**config.mk**
```make
export PLATFORM = sky130hd
export DESIGN_NAME = tms_min_tree
export DESIGN_NICKNAME = d
export VERILOG_FILES = /design/src/rtl/core/assert_macros.svh /design/src/rtl/core/tms_pkg.sv /design/src/rtl/core/tms_min_tree.sv
export SDC_FILE = /design/constraint.sdc
export NUM_CORES = 1
export LEC_CHECK = 0
export ABC_AREA = 0
export BUFFER_PORTS_ARGS = -buffer_cell sky130_fd_sc_hd__buf_2
export CAP_MARGIN = 10
export CORE_ASPECT_RATIO = 0.75
export CORE_MARGIN = 5
export CORE_UTILIZATION = 41
export DETAILED_ROUTE_END_ITERATION = 10
export GPL_ROUTABILITY_DRIVEN = 0
export PLACE_DENSITY = 0.74
export SLEW_MARGIN = 10
export SYNTH_ARGS = -nofsm -noshare
export SYNTH_HDL_FRONTEND = slang
export SYNTH_SLANG_ARGS = --single-unit
```
**constraint.sdc**
```tcl
create_clock -name clock -period 4.85 [get_ports clock]
set_input_delay 1.2125 -clock clock [delete_from_list [all_inputs] [get_ports clock]]
set_output_delay 1.2125 -clock clock [all_outputs]
set_load 0.005 [all_outputs]
```
**src/rtl/core/assert_macros.svh**
```systemverilog
// Assertion macros shared by the RTL of the texel modulation select block.
// No dependencies; SYNTH removes every check from the netlist.
`ifndef ASSERT_MACROS_SVH
`define ASSERT_MACROS_SVH
`ifndef SYNTH
// Property must hold at every clock edge outside reset
`define TMS_ASSERT(label, clk, rst, prop) \
   label: assert property (@(posedge clk) disable iff (rst) (prop)) \
      else $error("tms assertion failed");
// Condition must never be seen outside reset
`define TMS_NEVER(label, clk, rst, cond) \
   label: assert property (@(posedge clk) disable iff (rst) !(cond)) \
      else $error("tms forbidden condition seen");
`else
`define TMS_ASSERT(label, clk, rst, prop)
`define TMS_NEVER(label, clk, rst, cond)
`endif
`endif

```
**src/rtl/core/tms_pkg.sv**
```systemverilog
// Types, widths and constants for the texel modulation select block.
// No dependencies; used by tms_min_tree and texel_modulation_select.
package tms_pkg;

   localparam int CAND_COUNT  = 8;   // candidate weights evaluated per texel
   localparam int MODE0_COUNT = 4;
   localparam int CHAN_COUNT  = 3;
   localparam int DIFF_W      = 12;  // |diff| <= 2040
   localparam int SQ_W        = 22;  // diff^2 <= 4161600
   localparam int ERR_W       = 24;
   localparam int IDX_W       = 3;
   localparam int ADDR_W      = 3;

   // Register map (word index = paddr[2])
   localparam logic REG_LUMA_MODE = 1'b0;

   localparam logic [3:0] SCALE_MODE0 = 4'd8;
   localparam logic [3:0] SCALE_MODE1 = 4'd7;

   // Larger than any real error, so unused candidates never win
   localparam logic [ERR_W-1:0] ERR_NONE = '1;

   typedef logic signed [DIFF_W-1:0] diff_type;
   typedef logic [SQ_W-1:0]          sq_type;
   typedef logic [ERR_W-1:0]         err_type;
   typedef logic [IDX_W-1:0]         idx_type;

   // Control that travels with each beat
   typedef struct packed {
      logic valid;
      logic last;
   } beat_ctl_type;

   // Weight numerator for candidate k: mode 0 uses {0,3,5,8}/8, mode 1 uses k/7
   function automatic logic [3:0] cand_num(input logic mode, input idx_type k);
      logic [3:0] num;
      if (mode) begin
         num = {1'b0, k};
      end else begin
         unique case (k[1:0])
            2'd0: num = 4'd0;
            2'd1: num = 4'd3;
            2'd2: num = 4'd5;
            2'd3: num = 4'd8;
            default: num = 4'd0;
         endcase
      end
      return num;
   endfunction

endpackage

```
**src/rtl/core/tms_min_tree.sv**
```systemverilog
// Two-stage registered minimum search over the eight candidate errors.
// Depends on tms_pkg; the second stage is the block's output register.
module tms_min_tree (
   input  logic                  clock,
   input  logic                  reset,
   input  tms_pkg::beat_ctl_type in_ctl,
   input  tms_pkg::err_type      in_err [tms_pkg::CAND_COUNT],
   output logic                  in_ready,
   output logic                  out_valid,
   input  logic                  out_ready,
   output tms_pkg::idx_type      out_idx,
   output tms_pkg::err_type      out_err,
   output logic                  out_last
);

   localparam int HALF = tms_pkg::CAND_COUNT / 2;

   // Stage A: pairwise minimum, 8 -> 4
   tms_pkg::beat_ctl_type a_ctl_ff;
   tms_pkg::err_type      a_err_ff [HALF];
   tms_pkg::err_type      a_err_in [HALF];
   tms_pkg::idx_type      a_idx_ff [HALF];
   tms_pkg::idx_type      a_idx_in [HALF];
   logic                  a_ready;

   // Stage B: final minimum, 4 -> 1
   logic                  b_valid_ff;
   logic                  b_last_ff;
   tms_pkg::err_type      b_err_ff;
   tms_pkg::idx_type      b_idx_ff;
   tms_pkg::err_type      b_err_in;
   tms_pkg::idx_type      b_idx_in;
   tms_pkg::err_type      lo_err;
   tms_pkg::err_type      hi_err;
   tms_pkg::idx_type      lo_idx;
   tms_pkg::idx_type      hi_idx;
   logic                  b_ready;

   assign b_ready  = !b_valid_ff || out_ready;
   assign a_ready  = !a_ctl_ff.valid || b_ready;
   assign in_ready = a_ready;

   // Lower index wins ties: take the upper one only when strictly smaller
   always_comb begin
      for (int p = 0; p < HALF; p++) begin
         if (in_err[2*p+1] < in_err[2*p]) begin
            a_err_in[p] = in_err[2*p+1];
            a_idx_in[p] = tms_pkg::IDX_W'(2*p+1);
         end else begin
            a_err_in[p] = in_err[2*p];
            a_idx_in[p] = tms_pkg::IDX_W'(2*p);
         end
      end
   end

   always_ff @(posedge clock) begin
      if (reset) begin
         a_ctl_ff <= '0;
      end else if (a_ready) begin
         a_ctl_ff <= in_ctl;
      end
   end

   always_ff @(posedge clock) begin
      if (a_ready && in_ctl.valid) begin
         a_err_ff <= a_err_in;
         a_idx_ff <= a_idx_in;
      end
   end

   // Two compare levels on the four survivors
   always_comb begin
      if (a_err_ff[1] < a_err_ff[0]) begin
         lo_err = a_err_ff[1];
         lo_idx = a_idx_ff[1];
      end else begin
         lo_err = a_err_ff[0];
         lo_idx = a_idx_ff[0];
      end
      if (a_err_ff[3] < a_err_ff[2]) begin
         hi_err = a_err_ff[3];
         hi_idx = a_idx_ff[3];
      end else begin
         hi_err = a_err_ff[2];
         hi_idx = a_idx_ff[2];
      end
      if (hi_err < lo_err) begin
         b_err_in = hi_err;
         b_idx_in = hi_idx;
      end else begin
         b_err_in = lo_err;
         b_idx_in = lo_idx;
      end
   end

   always_ff @(posedge clock) begin
      if (reset) begin
         b_valid_ff <= 1'b0;
      end else if (b_ready) begin
         b_valid_ff <= a_ctl_ff.valid;
      end
   end

   always_ff @(posedge clock) begin
      if (b_ready && a_ctl_ff.valid) begin
         b_err_ff  <= b_err_in;
         b_idx_ff  <= b_idx_in;
         b_last_ff <= a_ctl_ff.last;
      end
   end

   assign out_valid = b_valid_ff;
   assign out_idx   = b_idx_ff;
   assign out_err   = b_err_ff;
   assign out_last  = b_last_ff;

endmodule

```
== After elaboration in Yosys (flattened, before gate mapping) ==
Index checks and enable logic that the tools add are counted.
Cells by class
  $add $sub $neg: 0
  multiply operators: 0
  div/mod/pow operators: 0
  magnitude comparators: 7
  equal/unequal tests: 0
  shifts and indexed selects: 0
  multiplexer cells: 14
  bitwise operators: 0
  reduce and logical (&&, ||, !) cells: 6
Operators with widths (count)
  24-bit < comparator: 7
  24-bit 2-to-1 mux: 7
  3-bit 2-to-1 mux: 3
  1-bit 2-to-1 mux: 4
  1-bit logical AND: 2
  1-bit zero test: 2
  1-bit logical OR: 2
Word-level totals
  register bits: 139
  latch bits: 0
  memory bits (writable): 0
  memory bits (read-only): 0
  input port bits: 197
  output and inout bits: 30
  logic and storage cells: 41
  memories: 0

== Longest topological paths before layout ==
Gate-level depths: netlist of run 1.
  word-level depth: 4
  gate-level depth with buffers: 21
  depth with buffers taken out: 18

== Worst setup path after synthesis of run 1 ==
No wires, ideal clock.
  path type: register to register
  from: register a_err_ff[22] (netlist bit)
  to: register b_err_ff[8], in the netlist out_err[8] (data pin)
  library setup time: 0.264 ns
  arrival: 4.016 ns
  required time: 4.586 ns
  slack: 0.571 ns
  stages on the path, launching flop included: 20
  buffers on the path: 2
  clock period less this slack: 4.279 ns
  cells stage by stage: edfxtp_1 ha_1 nand4_1 nor4_1 o21ai_1 o221ai_2 buf_2 mux2i_1 inv_1 ha_1 nand3_1 nor3_1 nand3_1 nor4_1 o21ai_0 nand2_1 o21a_2 inv_2 buf_6 mux2i_1
On the way
  word-level cells in the longest chain between the ends: 4
Ends and longest elaborated chain
  from (decl): RTL line tms_min_tree.sv:20  | tms_pkg::err_type a_err_ff [HALF];
  from (signal assigned): RTL line tms_min_tree.sv:66  | a_err_ff <= a_err_in;
  24-bit < comparator: RTL line tms_min_tree.sv:80  | if (a_err_ff[3] < a_err_ff[2]) begin
  24-bit 2-to-1 mux *: RTL line tms_min_tree.sv:80
  24-bit < comparator: RTL line tms_min_tree.sv:87  | if (hi_err < lo_err) begin
  24-bit 2-to-1 mux *: RTL line tms_min_tree.sv:87
  via b_err_in[8]: RTL line tms_min_tree.sv:31  | tms_pkg::err_type b_err_in;
  to (signal assigned): RTL line tms_min_tree.sv:106  | b_err_ff <= b_err_in;
  to (decl): RTL line tms_min_tree.sv:29  | tms_pkg::err_type b_err_ff;
The timed path passes the listed nets; every way through them passes the cells marked *.
A chain may end at the register's enable or synchronous reset.

== Worst setup path after layout of run 1 ==
  from: register a_err_ff[59] (netlist bit)
  to: register b_err_ff[3], in the netlist out_err[3] (data pin)
On the way
  word-level cells in the longest chain between the ends: 4
Ends and longest elaborated chain
  24-bit < comparator: RTL line tms_min_tree.sv:73  | if (a_err_ff[1] < a_err_ff[0]) begin
  24-bit 2-to-1 mux *: RTL line tms_min_tree.sv:73
  24-bit < comparator: RTL line tms_min_tree.sv:87
  24-bit 2-to-1 mux *: RTL line tms_min_tree.sv:87
  via b_err_in[3]: RTL line tms_min_tree.sv:31
Marks and branches as above.

==> run_results.csv, run 1 <==
group,metric,value,unit
clocking,cts-root-buf,"clkbuf_16",
worst_setup_path,r2r_slack,0.17,ns
layout,nets,1512,
sta,finalWorstSetupSlack,0.175,ns
place,dp_hpwl,20.5,mm
die,io_pins,227,
worst_setup_path,cp_slowest_stage_delay,0.44,ns
logic_synthesis,synth_cells,903,
min_path,worstHoldStart,"a_ctl_ff[0]",
detailed_routing,wl_per_cell,17.3,microns
worst_setup_path,rr_worst_depth,19,
worst_setup_path,crit_chain,"ha_1, nand2_1, or3_1, nor4_4, o311ai_1, and3_4, buf_4, mux2i_1, ha_1, nand3_1, nor3_2, a221oi_1, o21ai_0, nor2_1, nand3_1, o21a_2, inv_4, buf_4, mux2i_1",
die,die_y,145,microns
logic_synthesis,synth-seq-cells,131,
pwr,worst_ir_drop_vdd,268,uV
clocking,cts-buffers-inserted,17,
detailed_routing,finalWirelength,25.4,mm
detailed_routing,drc,0,
sta,final.setup_skew,0.0127,ns
logic_synthesis,synthAdderAreaFrac,20.3,%
logic_synthesis,synth_top_family_by_area,"adder cells",
sta,tightest_slew,1.18,ns
logic_synthesis,syn_nets,1261,
pwr,powerDensity,332,nW/um^2
logic_synthesis,yosys_warnings,0,
detailed_routing,vias_per_cell,5.14,
pwr,p_int,2.84,mW
clocking,clk_latency,0.42,ns
sta,max_freq,214,MHz
logic_synthesis,synth_ff_type,"edfxtp_1",
logic_synthesis,synth_edf_count,128,
place,numPortBuffers,226,
sta,hold_slack,0.448,ns
die,core-area,23900,sq um
sta,setup_viol,0,
pwr,switching_power,1.26,mW
pwr,swShare,30.7,%
die,rows,49,
worst_setup_path,cp-end-kind,"register",
die,die_w,190,microns
flow_run,max_cap_violations,0,
clocking,htree_levels,4,
logic_synthesis,async_reset_ff_share,0,%
logic_synthesis,synthXorXnorAreaFrac,0,%
global_route,grt_pass1_wl,38.4,mm
min_path,hold_end,"out_last",
pwr,power.leakage,6.13,nW
logic_synthesis,syn_area,9940,sq um
worst_setup_path,crit_path_top_delay_cell,"or3_1",
worst_setup_path,arrival,4.93,ns
worst_setup_path,worstSetupPathType,"register to register",
die,die_area,27500,sq um
worst_setup_path,crit_required,5.10,ns
global_route,grt_max_degree,88,
min_path,hold_path.class,"register to register",
detailed_routing,num_vias,7566,
worst_setup_path,r2r_start,"a_err_ff[59]",
logic_synthesis,synth_mux_area_share,18.3,%
place,dp_slack,-0.113,ns
logic_synthesis,synth_compound_area_share,9.18,%
layout,n_fill_cell,2190,
clocking,cts.sinks,131,
detailed_routing,drt_iter0_drc,320,
worst_setup_path,cp_max_fo,8,
global_route,overflow,0,
sta,drv_slew,0,
layout,diodes,0,
detailed_routing,drt-pass1-iter-count,6,
clocking,clk_path_buf_depth,2,
layout,drive_above_1_share,34.3,%
layout,area_growth,24.1,%
sta,min_period,4.68,ns
pwr,combPwrFrac,30.8,%
global_route,grt_pass1_vias,7556,
global_route,globalRouteTotalUtil,18.0,%
sta,fin_crit_sh,96.4,%
layout,utilization,51.6,%
logic_synthesis,synth_seq_area_share,39.3,%
logic_synthesis,synth-simple-area-share,5.66,%
die,start_util,41.6,%
sta,max_slew_margin,21.0,%
run_status,status,"finished clean",
clocking,clkTransAtPathRegs,0.06,ns
global_route,antenna_found_initial,4,
worst_setup_path,r2r-end,"out_err[3]",
logic_synthesis,syn_area_per_cell,11.0,sq um
worst_setup_path,startpoint_type,"register",
sta,finalHoldViolations,0,
pwr,pwr-share-seq,35.9,%
pwr,power_frac_clock,33.3,%
min_path,min_path_cells,0,
clocking,cts_tree,"yes",
logic_synthesis,ys_types,48,
detailed_routing,ant_nets,0,
## power groups by stage
stage | clock [mW] | combinational, mW | sequential (mW)
6_report | 1.36 | 1.26 | 1.47
5_1_grt | 1.43 | 1.41 | 1.49
4_1_cts | 1.37 | 1.21 | 1.47
3_5_place_dp | 0 | 1.20 | 1.49
3_3_place_gp | 0 | 1.17 | 1.49
2_1_floorplan | 0 | 0.798 | 1.48
## cells in the mapped netlist, drive strengths merged (7+ instances only)
cell type	instances	area, sq um
inv	169	634
ha	161	2010
buf	9	65.1
a21o	30	225
nand2b	7	43.8
nand3	15	75.1
a21oi	49	257
a211oi	7	52.6
edfxtp	128	3840
nor2	22	82.6
nand4	16	100
mux2	96	1080
mux2i	74	741
clkbuf	7	26.3
nor3	7	35.0
nand2	32	120
o21ai	30	150
## metrics by stage
stage / TNS [ns] / power, mW / instances / cell area, sq um
floorplan: 0 / 2.28 / 903 / 9940
global placement: 0 / 2.66 / 1433 / 11500
detailed placement: -0.950 / 2.69 / 1433 / 11500
CTS: 0 / 4.06 / 1465 / 12200
global route: -0.364 / 4.32 / 1473 / 12300
finish: 0 / 4.10 / 1473 / 12300
## placed cells by master, fill, tap and decap left out, types with 5 or more instances in the layout
master	count
buf_12	5
nand2b_1	7
a211oi_1	6
mux2_2	96
o21a_1	5
buf_2	226
clkbuf_16	17
ha_1	161
nand3_1	14
nand2_1	32
buf_4	17
o21ai_0	27
a21o_1	30
edfxtp_1	128
nor2_1	22
inv_1	168
inv_6	5
nand4_1	16
nor3_1	6
a21oi_1	48
mux2i_2	8
mux2i_1	66
## worst max-delay path by stage
stage | startpoint | endpoint | slack, ns | cells after the start
2_1_floorplan | a_err_ff[22] | out_err[8] | 0.57 | 19
3_3_place_gp | a_err_ff[22] | out_err[14] | 0.03 | 19
3_5_place_dp | a_err_ff[59] | out_err[18] | -0.11 | 18
4_1_cts | a_err_ff[59] | out_err[3] | 0.03 | 18
5_1_grt | a_err_ff[59] | out_err[4] | -0.06 | 19
6_report | a_err_ff[59] | out_err[3] | 0.17 | 19
## layout make-up
class / instances / area [sq um] / area share, %
Tap cell: 306 / 383 / 3.10
Timing Repair Buffer: 248 / 1360 / 11.0
Clock buffer: 17 / 425 / 3.45
Multi-Input combinational cell: 587 / 5430 / 44.0
Sequential cell: 131 / 3900 / 31.6
Clock inverter: 15 / 196 / 1.59
Inverter: 169 / 637 / 5.16
## flip-flops by register name (all words and copies together) (netlist names)
name / cells
a_err_ff: 96
out_err: 24
a_idx_ff: 4
out_idx: 3
a_ctl_ff: 2
out_last: 1
out_valid: 1
## layer usage
| metal | vias up | part of all wire, % | GRT usage [%] |
|---|---|---|---|
| li1 | 3781 | - | - |
| met1 | 3541 | 47 | 24.6 |
| met2 | 207 | 45 | 28.9 |
| met3 | 29 | 6.9 | 4.89 |
| met4 | 8 | 1.1 | 3.69 |
| met5 | - | 0.20 | 0 |
## critical path: cells and delay by family (launching register included)
kind / cells / cell delay [ns]
DFF: 1 / 0.39
muxes: 2 / 0.41
AOI/OAI and AO/OA: 4 / 0.91
adders and majority gates: 2 / 0.61
and+or+nand+nor: 8 / 1.71
buffers and inverters: 3 / 0.48
## repair_timing
action                                  CTS  global route
buffers inserted                          0             8
hold buffers                              0             0
resized for setup                         2            19
pin swaps                                 0             5
endpoints found under the setup margin   22            25
## logic make-up after synthesis
group                      count (synthesis)
DFF                                      131
AOI/OAI and AO/OA                        141
and+or+nand+nor                          115
buffers and inverters                    185
muxes                                    170
adders and majority gates                161
Note: power is estimated with default switching activity, not from simulation.
==> run 2: changes to the inputs <==
--- a/config.mk
+++ b/config.mk
@@ -8,12 +8,14 @@
 export ABC_AREA = 0
 export BUFFER_PORTS_ARGS = -buffer_cell sky130_fd_sc_hd__buf_2
 export CAP_MARGIN = 10
+export CELL_PAD_IN_SITES_DETAIL_PLACEMENT = 1
+export CELL_PAD_IN_SITES_GLOBAL_PLACEMENT = 2
 export CORE_ASPECT_RATIO = 0.75
 export CORE_MARGIN = 5
-export CORE_UTILIZATION = 41
+export CORE_UTILIZATION = 35
 export DETAILED_ROUTE_END_ITERATION = 10
 export GPL_ROUTABILITY_DRIVEN = 0
-export PLACE_DENSITY = 0.74
+export PLACE_DENSITY = 0.92
 export SLEW_MARGIN = 10
 export SYNTH_ARGS = -nofsm -noshare
 export SYNTH_HDL_FRONTEND = slang
==> run 2 against run 1 <==
Net effect:
- critical path depth unchanged
- non-clock buffer count increased by 2
- routed wire length increased by 14%
- clock power decreased by 9%
- cell area increased by 0.58%
- total power decreased by 1.7%
- sequential power about the same
- register-to-register slack improved by 0.02 ns
- critical endpoint is now out_idx[1]
- highest routed layer unchanged
==> run_results.csv, run 2 (synthesis gave the netlist of run 1 again) <==
group,metric,value,unit
clocking,clk_path_buf_depth,2,
sta,max_freq,215,MHz
die,rows,53,
clocking,clk_latency,0.42,ns
clocking,holdBufCountCts,0,
sta,tightest_slew,0.726,ns
worst_setup_path,arrival,4.83,ns
worst_setup_path,crit_required,5.02,ns
detailed_routing,num_vias,7597,
sta,max_slew_margin,51.3,%
detailed_routing,drt-pass1-iter-count,4,
detailed_routing,ant_nets,0,
pwr,worst_ir_drop_vdd,186,uV
layout,n_fill_cell,3175,
detailed_routing,finalWirelength,29.0,mm
worst_setup_path,startpoint_type,"register",
layout,fin_area,12400,sq um
sta,min_period,4.66,ns
detailed_routing,drc,0,
global_route,grt_pass1_wl,44.3,mm
worst_setup_path,cp_max_fo,17,
detailed_routing,vias_per_cell,4.89,
min_path,hold_path.class,"register to register",
detailed_routing,wl_per_cell,18.6,microns
sta,setup_viol,0,
pwr,power.leakage,6.12,nW
sta,finalWorstSetupSlack,0.194,ns
die,io_pins,227,
clocking,clkTransAtPathRegs,0.06,ns
die,die_w,205,microns
flow_run,max_cap_violations,0,
place,numPortBuffers,226,
die,die_y,156,microns
layout,layout_commonest_cell,"buf_2",
clocking,cts_tree,"yes",
sta,final.setup_skew,0.00806,ns
layout,drive_above_1_share,34.2,%
sta,finalHoldViolations,0,
worst_setup_path,worstSetupPathType,"register to register",
layout,diodes,0,
worst_setup_path,crit_path_top_delay_cell,"or3_1",
worst_setup_path,cp_slowest_stage_delay,0.43,ns
layout,area_growth,24.8,%
worst_setup_path,crit_chain,"ha_1, nand2_1, or3_1, nor4_4, o311ai_1, and3_1, buf_12, buf_4, mux2i_1, ha_1, a21oi_1, o221ai_1, a21oi_1, o21ai_0, nor2_2, nand3_1, o21a_2, buf_4, a221o_1",
detailed_routing,drt_iter0_drc,245,
place,dp_hpwl,24.1,mm
clocking,cts-buffers-inserted,17,
layout,largest_reg_flops,96,
clocking,cts-root-buf,"clkbuf_16",
die,die_area,31900,sq um
global_route,antenna_found_initial,2,
global_route,globalRouteTotalUtil,17.8,%
worst_setup_path,path_buf_inv,3,
worst_setup_path,path_delay_family,"simple AND/OR/NAND/NOR gates",
run_status,status,"finished clean",
layout,nets,1514,
global_route,grt_pass1_vias,8203,
sta,fin_crit_sh,96.0,%
pwr,powerDensity,325,nW/um^2
global_route,grt_max_degree,36,
clocking,cts.sinks,131,
die,core-area,28000,sq um
sta,drv_slew,0,
place,post_dp_cell_area,11700,sq um
global_route,overflow,0,
layout,layout_common_cells,"buf_2, inv_1, ha_1",
place,dp_slack,-0.0746,ns
worst_setup_path,cp-end-kind,"register",
die,start_util,35.5,%
layout,top_register,"a_err_ff",
clocking,htree_levels,4,
==> run 2: changes by cell type in the layout (fill, tap and decap cells not counted), sizes merged <==
| cell | delta |
|---|---|
| inv | -3 |
| buf | +2 |
| bufinv | -2 |
| clkinv | +2 |
| clkinvlp | +2 |
| clkbuf | +1 |
==> run 2: final timing paths <==
check                     from    endpoint  slack (ns)  cells past startpoint
setup / recovery  a_err_ff[59]  out_idx[1]        0.19                     19
hold / removal     a_ctl_ff[0]    out_last        0.45                      0
setup reg to reg  a_err_ff[59]  out_idx[1]        0.19                     19
hold reg to reg    a_ctl_ff[0]    out_last        0.45                      0
==> run 2: cell type report <==
cell class / instances / area, sq um / share of cell area [%]
Tap cell: 385 / 482 / 3.88
Sequential cell: 131 / 3900 / 31.5
Inverter: 169 / 637 / 5.13
Timing Repair Buffer: 250 / 1370 / 11.1
Clock buffer: 18 / 429 / 3.46
Clock inverter: 14 / 130 / 1.05
Multi-Input combinational cell: 587 / 5450 / 43.9
==> run 2: repair_timing <==
| item | 4_1_cts | 5_1_grt |
|---|---|---|
| gates resized for setup | 8 | 15 |
| pin swaps | 1 | 6 |
| setup endpoints to repair | 21 | 27 |
| buffers inserted | 0 | 6 |
==> run 2: power by group <==
part | switching [mW] | total [mW] | internal, mW
Clock | 0.528 | 1.24 | 0.710
Combinational | 0.699 | 1.31 | 0.615
Sequential | 0.0658 | 1.48 | 1.41
==> run 2: worst register-to-register path, delay by kind of cell (launching register included) <==
family,cells,cell delay [ns]
buf+inv,3,0.55
compound gates,7,1.33
mux,1,0.19
fa+ha+maj,2,0.55
flops,1,0.39
simple gates,6,1.39
==> run 2: through the flow <==
| stage | utilization, % | std cells | power [mW] | TNS (ns) | hold WS (ns) |
|---|---|---|---|---|---|
| after detailed placement | 41.7 | 1516 | 2.76 | -0.470 | 0.424 |
| final | 44.3 | 1554 | 4.03 | 0 | 0.446 |
| after CTS | 43.9 | 1548 | 4.02 | 0 | 0.447 |
| after floorplan | - | 903 | 2.28 | 0 | 0.409 |
| after global routing | 44.3 | 1554 | 4.25 | -0.828 | 0.462 |
| after global placement | 41.7 | 1516 | 2.71 | 0 | 0.424 |
==> run 2: layer usage <==
layer  share of wire, %  global-route usage, %  wire length, microns
met1                 46                   23.8                 13400
met4                1.3                   3.57                   373
met2                 46                   29.3                 13400
met5               0.12                      0                    34
met3                6.2                   4.97                  1790
==> run 3: changes to the inputs <==
==> constraint.sdc (replaced) <==
create_clock -name clock -period 4.85 [get_ports clock]
set_input_delay 0.7275 -clock clock [delete_from_list [all_inputs] [get_ports clock]]
set_output_delay 0.7275 -clock clock [all_outputs]
set_load 0.005 [all_outputs]
==> run 3 against run 2 <==
Net effect:
- sequential share of layout area down 0.22 points
- critical path depth unchanged
- worst hold slack worse by 0.0091 ns
- routed wire length up 0.17%
- clock power up 11%
- core utilization up 0.31 points
- combinational power about the same
- clock skew about the same
- register-to-register slack worse by 0.03 ns
- total power up 3.9%
- critical path type unchanged
- critical endpoint is now out_err[19]
- highest routed layer unchanged
==> run_results.csv, run 3 (synthesis gave the netlist of run 1 again) <==
group,metric,value,unit
run_status,status,"finished clean",
layout,top_register,"a_err_ff",
global_route,overflow,0,
layout,layout_commonest_cell,"buf_2",
worst_setup_path,r2r_start,"a_err_ff[13]",
min_path,min_path_cells,0,
die,die_y,156,microns
min_path,worstHoldStart,"a_ctl_ff[0]",
sta,finalHoldViolations,0,
global_route,antenna_found_initial,3,
worst_setup_path,r2r_slack,0.16,ns
die,core-area,28000,sq um
sta,final.setup_skew,0.00816,ns
flow_run,max_cap_violations,0,
die,start_util,35.5,%
worst_setup_path,cp_slowest_stage_delay,0.55,ns
place,dp_hpwl,23.6,mm
layout,final_cells,1550,
worst_setup_path,crit_required,5.01,ns
worst_setup_path,cp-end-kind,"register",
worst_setup_path,crit_chain,"ha_1, a21oi_1, o21ai_0, a221oi_1, o221ai_4, buf_12, mux2i_1, inv_1, ha_1, nand3_1, nor3_4, nand3_1, nor4_4, o21ai_0, nand2_1, o21a_2, inv_2, buf_4, mux2i_1",
worst_setup_path,crit_path_top_delay_cell,"a221oi_1",
detailed_routing,vias_per_cell,4.93,
die,die_area,31900,sq um
global_route,grt_pass1_vias,8144,
die,rows,53,
detailed_routing,drt-pass1-iter-count,4,
worst_setup_path,worstSetupPathType,"register to register",
place,post_dp_cell_area,11600,sq um
die,io_pins,227,
clocking,clk_latency,0.42,ns
layout,fin_area,12500,sq um
sta,drv_slew,0,
sta,min_period,4.69,ns
sta,setup_viol,0,
layout,largest_reg_flops,96,
detailed_routing,num_vias,7648,
global_route,globalRouteTotalUtil,17.7,%
sta,max_freq,213,MHz
global_route,grt_max_degree,75,
detailed_routing,wl_per_cell,18.7,microns
place,numPlacedInstances,1511,
clocking,holdBufCountCts,0,
clocking,cts_tree,"yes",
global_route,grt_pass1_wl,43.9,mm
clocking,clk_path_buf_depth,2,
pwr,power.leakage,6.13,nW
layout,layout_common_cells,"buf_2, inv_1, ha_1",
pwr,worst_ir_drop_vdd,175,uV
sta,max_slew_margin,30.5,%
place,numPortBuffers,226,
clocking,clkTransAtPathRegs,0.06,ns
worst_setup_path,rr_worst_depth,19,
detailed_routing,drc,0,
layout,drive_above_1_share,34.3,%
clocking,cts-buffers-inserted,17,
worst_setup_path,r2r-end,"out_err[19]",
detailed_routing,ant_nets,0,
min_path,hold_end,"out_last",
min_path,hold_path.class,"register to register",
layout,diodes,0,
worst_setup_path,startpoint_type,"register",
sta,fin_crit_sh,96.6,%
pwr,powerDensity,335,nW/um^2
clocking,cts.sinks,131,
detailed_routing,finalWirelength,29.0,mm
detailed_routing,drt_iter0_drc,289,
clocking,htree_levels,4,
die,die_w,205,microns
layout,nets,1511,
sta,tightest_slew,1.04,ns
layout,area_growth,25.7,%
clocking,cts-root-buf,"clkbuf_16",
worst_setup_path,cp_max_fo,8,
worst_setup_path,arrival,4.84,ns
-- run 3: cell types whose count changed in the layout (fill, tap and decap cells not counted), sizes merged --
cell,change
bufinv,+4
clkinv,+2
buf,-4
inv,-4
clkbuf,+2
clkinvlp,-4
-- run 3: metal layers --
layer	global-route usage (%)	routed length, microns
met5	0	47
met4	3.51	329
met3	4.53	1700
met2	28.6	13300
met1	24.2	13600
-- run 3: worst max path at each step --
stage / from / to / depth (start not counted)
floorplan: a_err_ff[22] / out_err[8] / 19
global placement: a_err_ff[59] / out_err[18] / 19
detailed placement: a_err_ff[22] / out_err[20] / 19
CTS: a_err_ff[83] / out_err[18] / 20
global route: a_err_ff[73] / out_err[18] / 19
finish: a_err_ff[13] / out_err[19] / 19
-- run 3: critical path, delay by kind of cell, from the launching register on --
family                   cells  cell delay [ns]
AO/OA/AOI/OAI                6             1.41
AND/OR/NAND/NOR              5             1.07
adder cells (fa/ha/maj)      2             0.66
buffers and inverters        4             0.55
flip-flops                   1             0.40
multiplexers                 2             0.33
-- run 3: area by class of cell --
type                    instances  area (sq um)
repair buffers                247          1340
well taps                     385           482
clock buffers                  19           433
inverters                     169           634
fillers                      3172         15500
flip-flops and latches        131          3900
clock inverters                12           188
multi-input cells             587          5510
-- run 3: metrics by stage --
| stage | power, mW | hold WS (ns) | utilization, % | setup slack, ns | setup TNS, ns |
|---|---|---|---|---|---|
| global placement | 2.69 | 0.418 | 41.5 | 0.197 | 0 |
| CTS | 4.14 | 0.435 | 43.8 | 0.00214 | 0 |
| finish | 4.19 | 0.436 | 44.6 | 0.165 | 0 |
| floorplan | 2.28 | 0.409 | - | 0.571 | 0 |
| detailed placement | 2.74 | 0.421 | 41.5 | -0.200 | -3.76 |
| global route | 4.42 | 0.444 | 44.6 | -0.0856 | -0.815 |
-- run 3: power by group --
part           leakage (nW)  switching [mW]  internal, mW  total, mW
clock                 0.299           0.483         0.902       1.38
sequential             1.26          0.0679          1.41       1.48
combinational          4.56           0.704         0.618       1.32
total                  6.13            1.26          2.93       4.19
-- run 3: repair_timing --
action | in CTS | in global routing
buffers inserted | 0 | 7
setup endpoints to repair | 26 | 27
pin swaps | 0 | 6
resized for setup | 3 | 29
gates cloned | 0 | 1
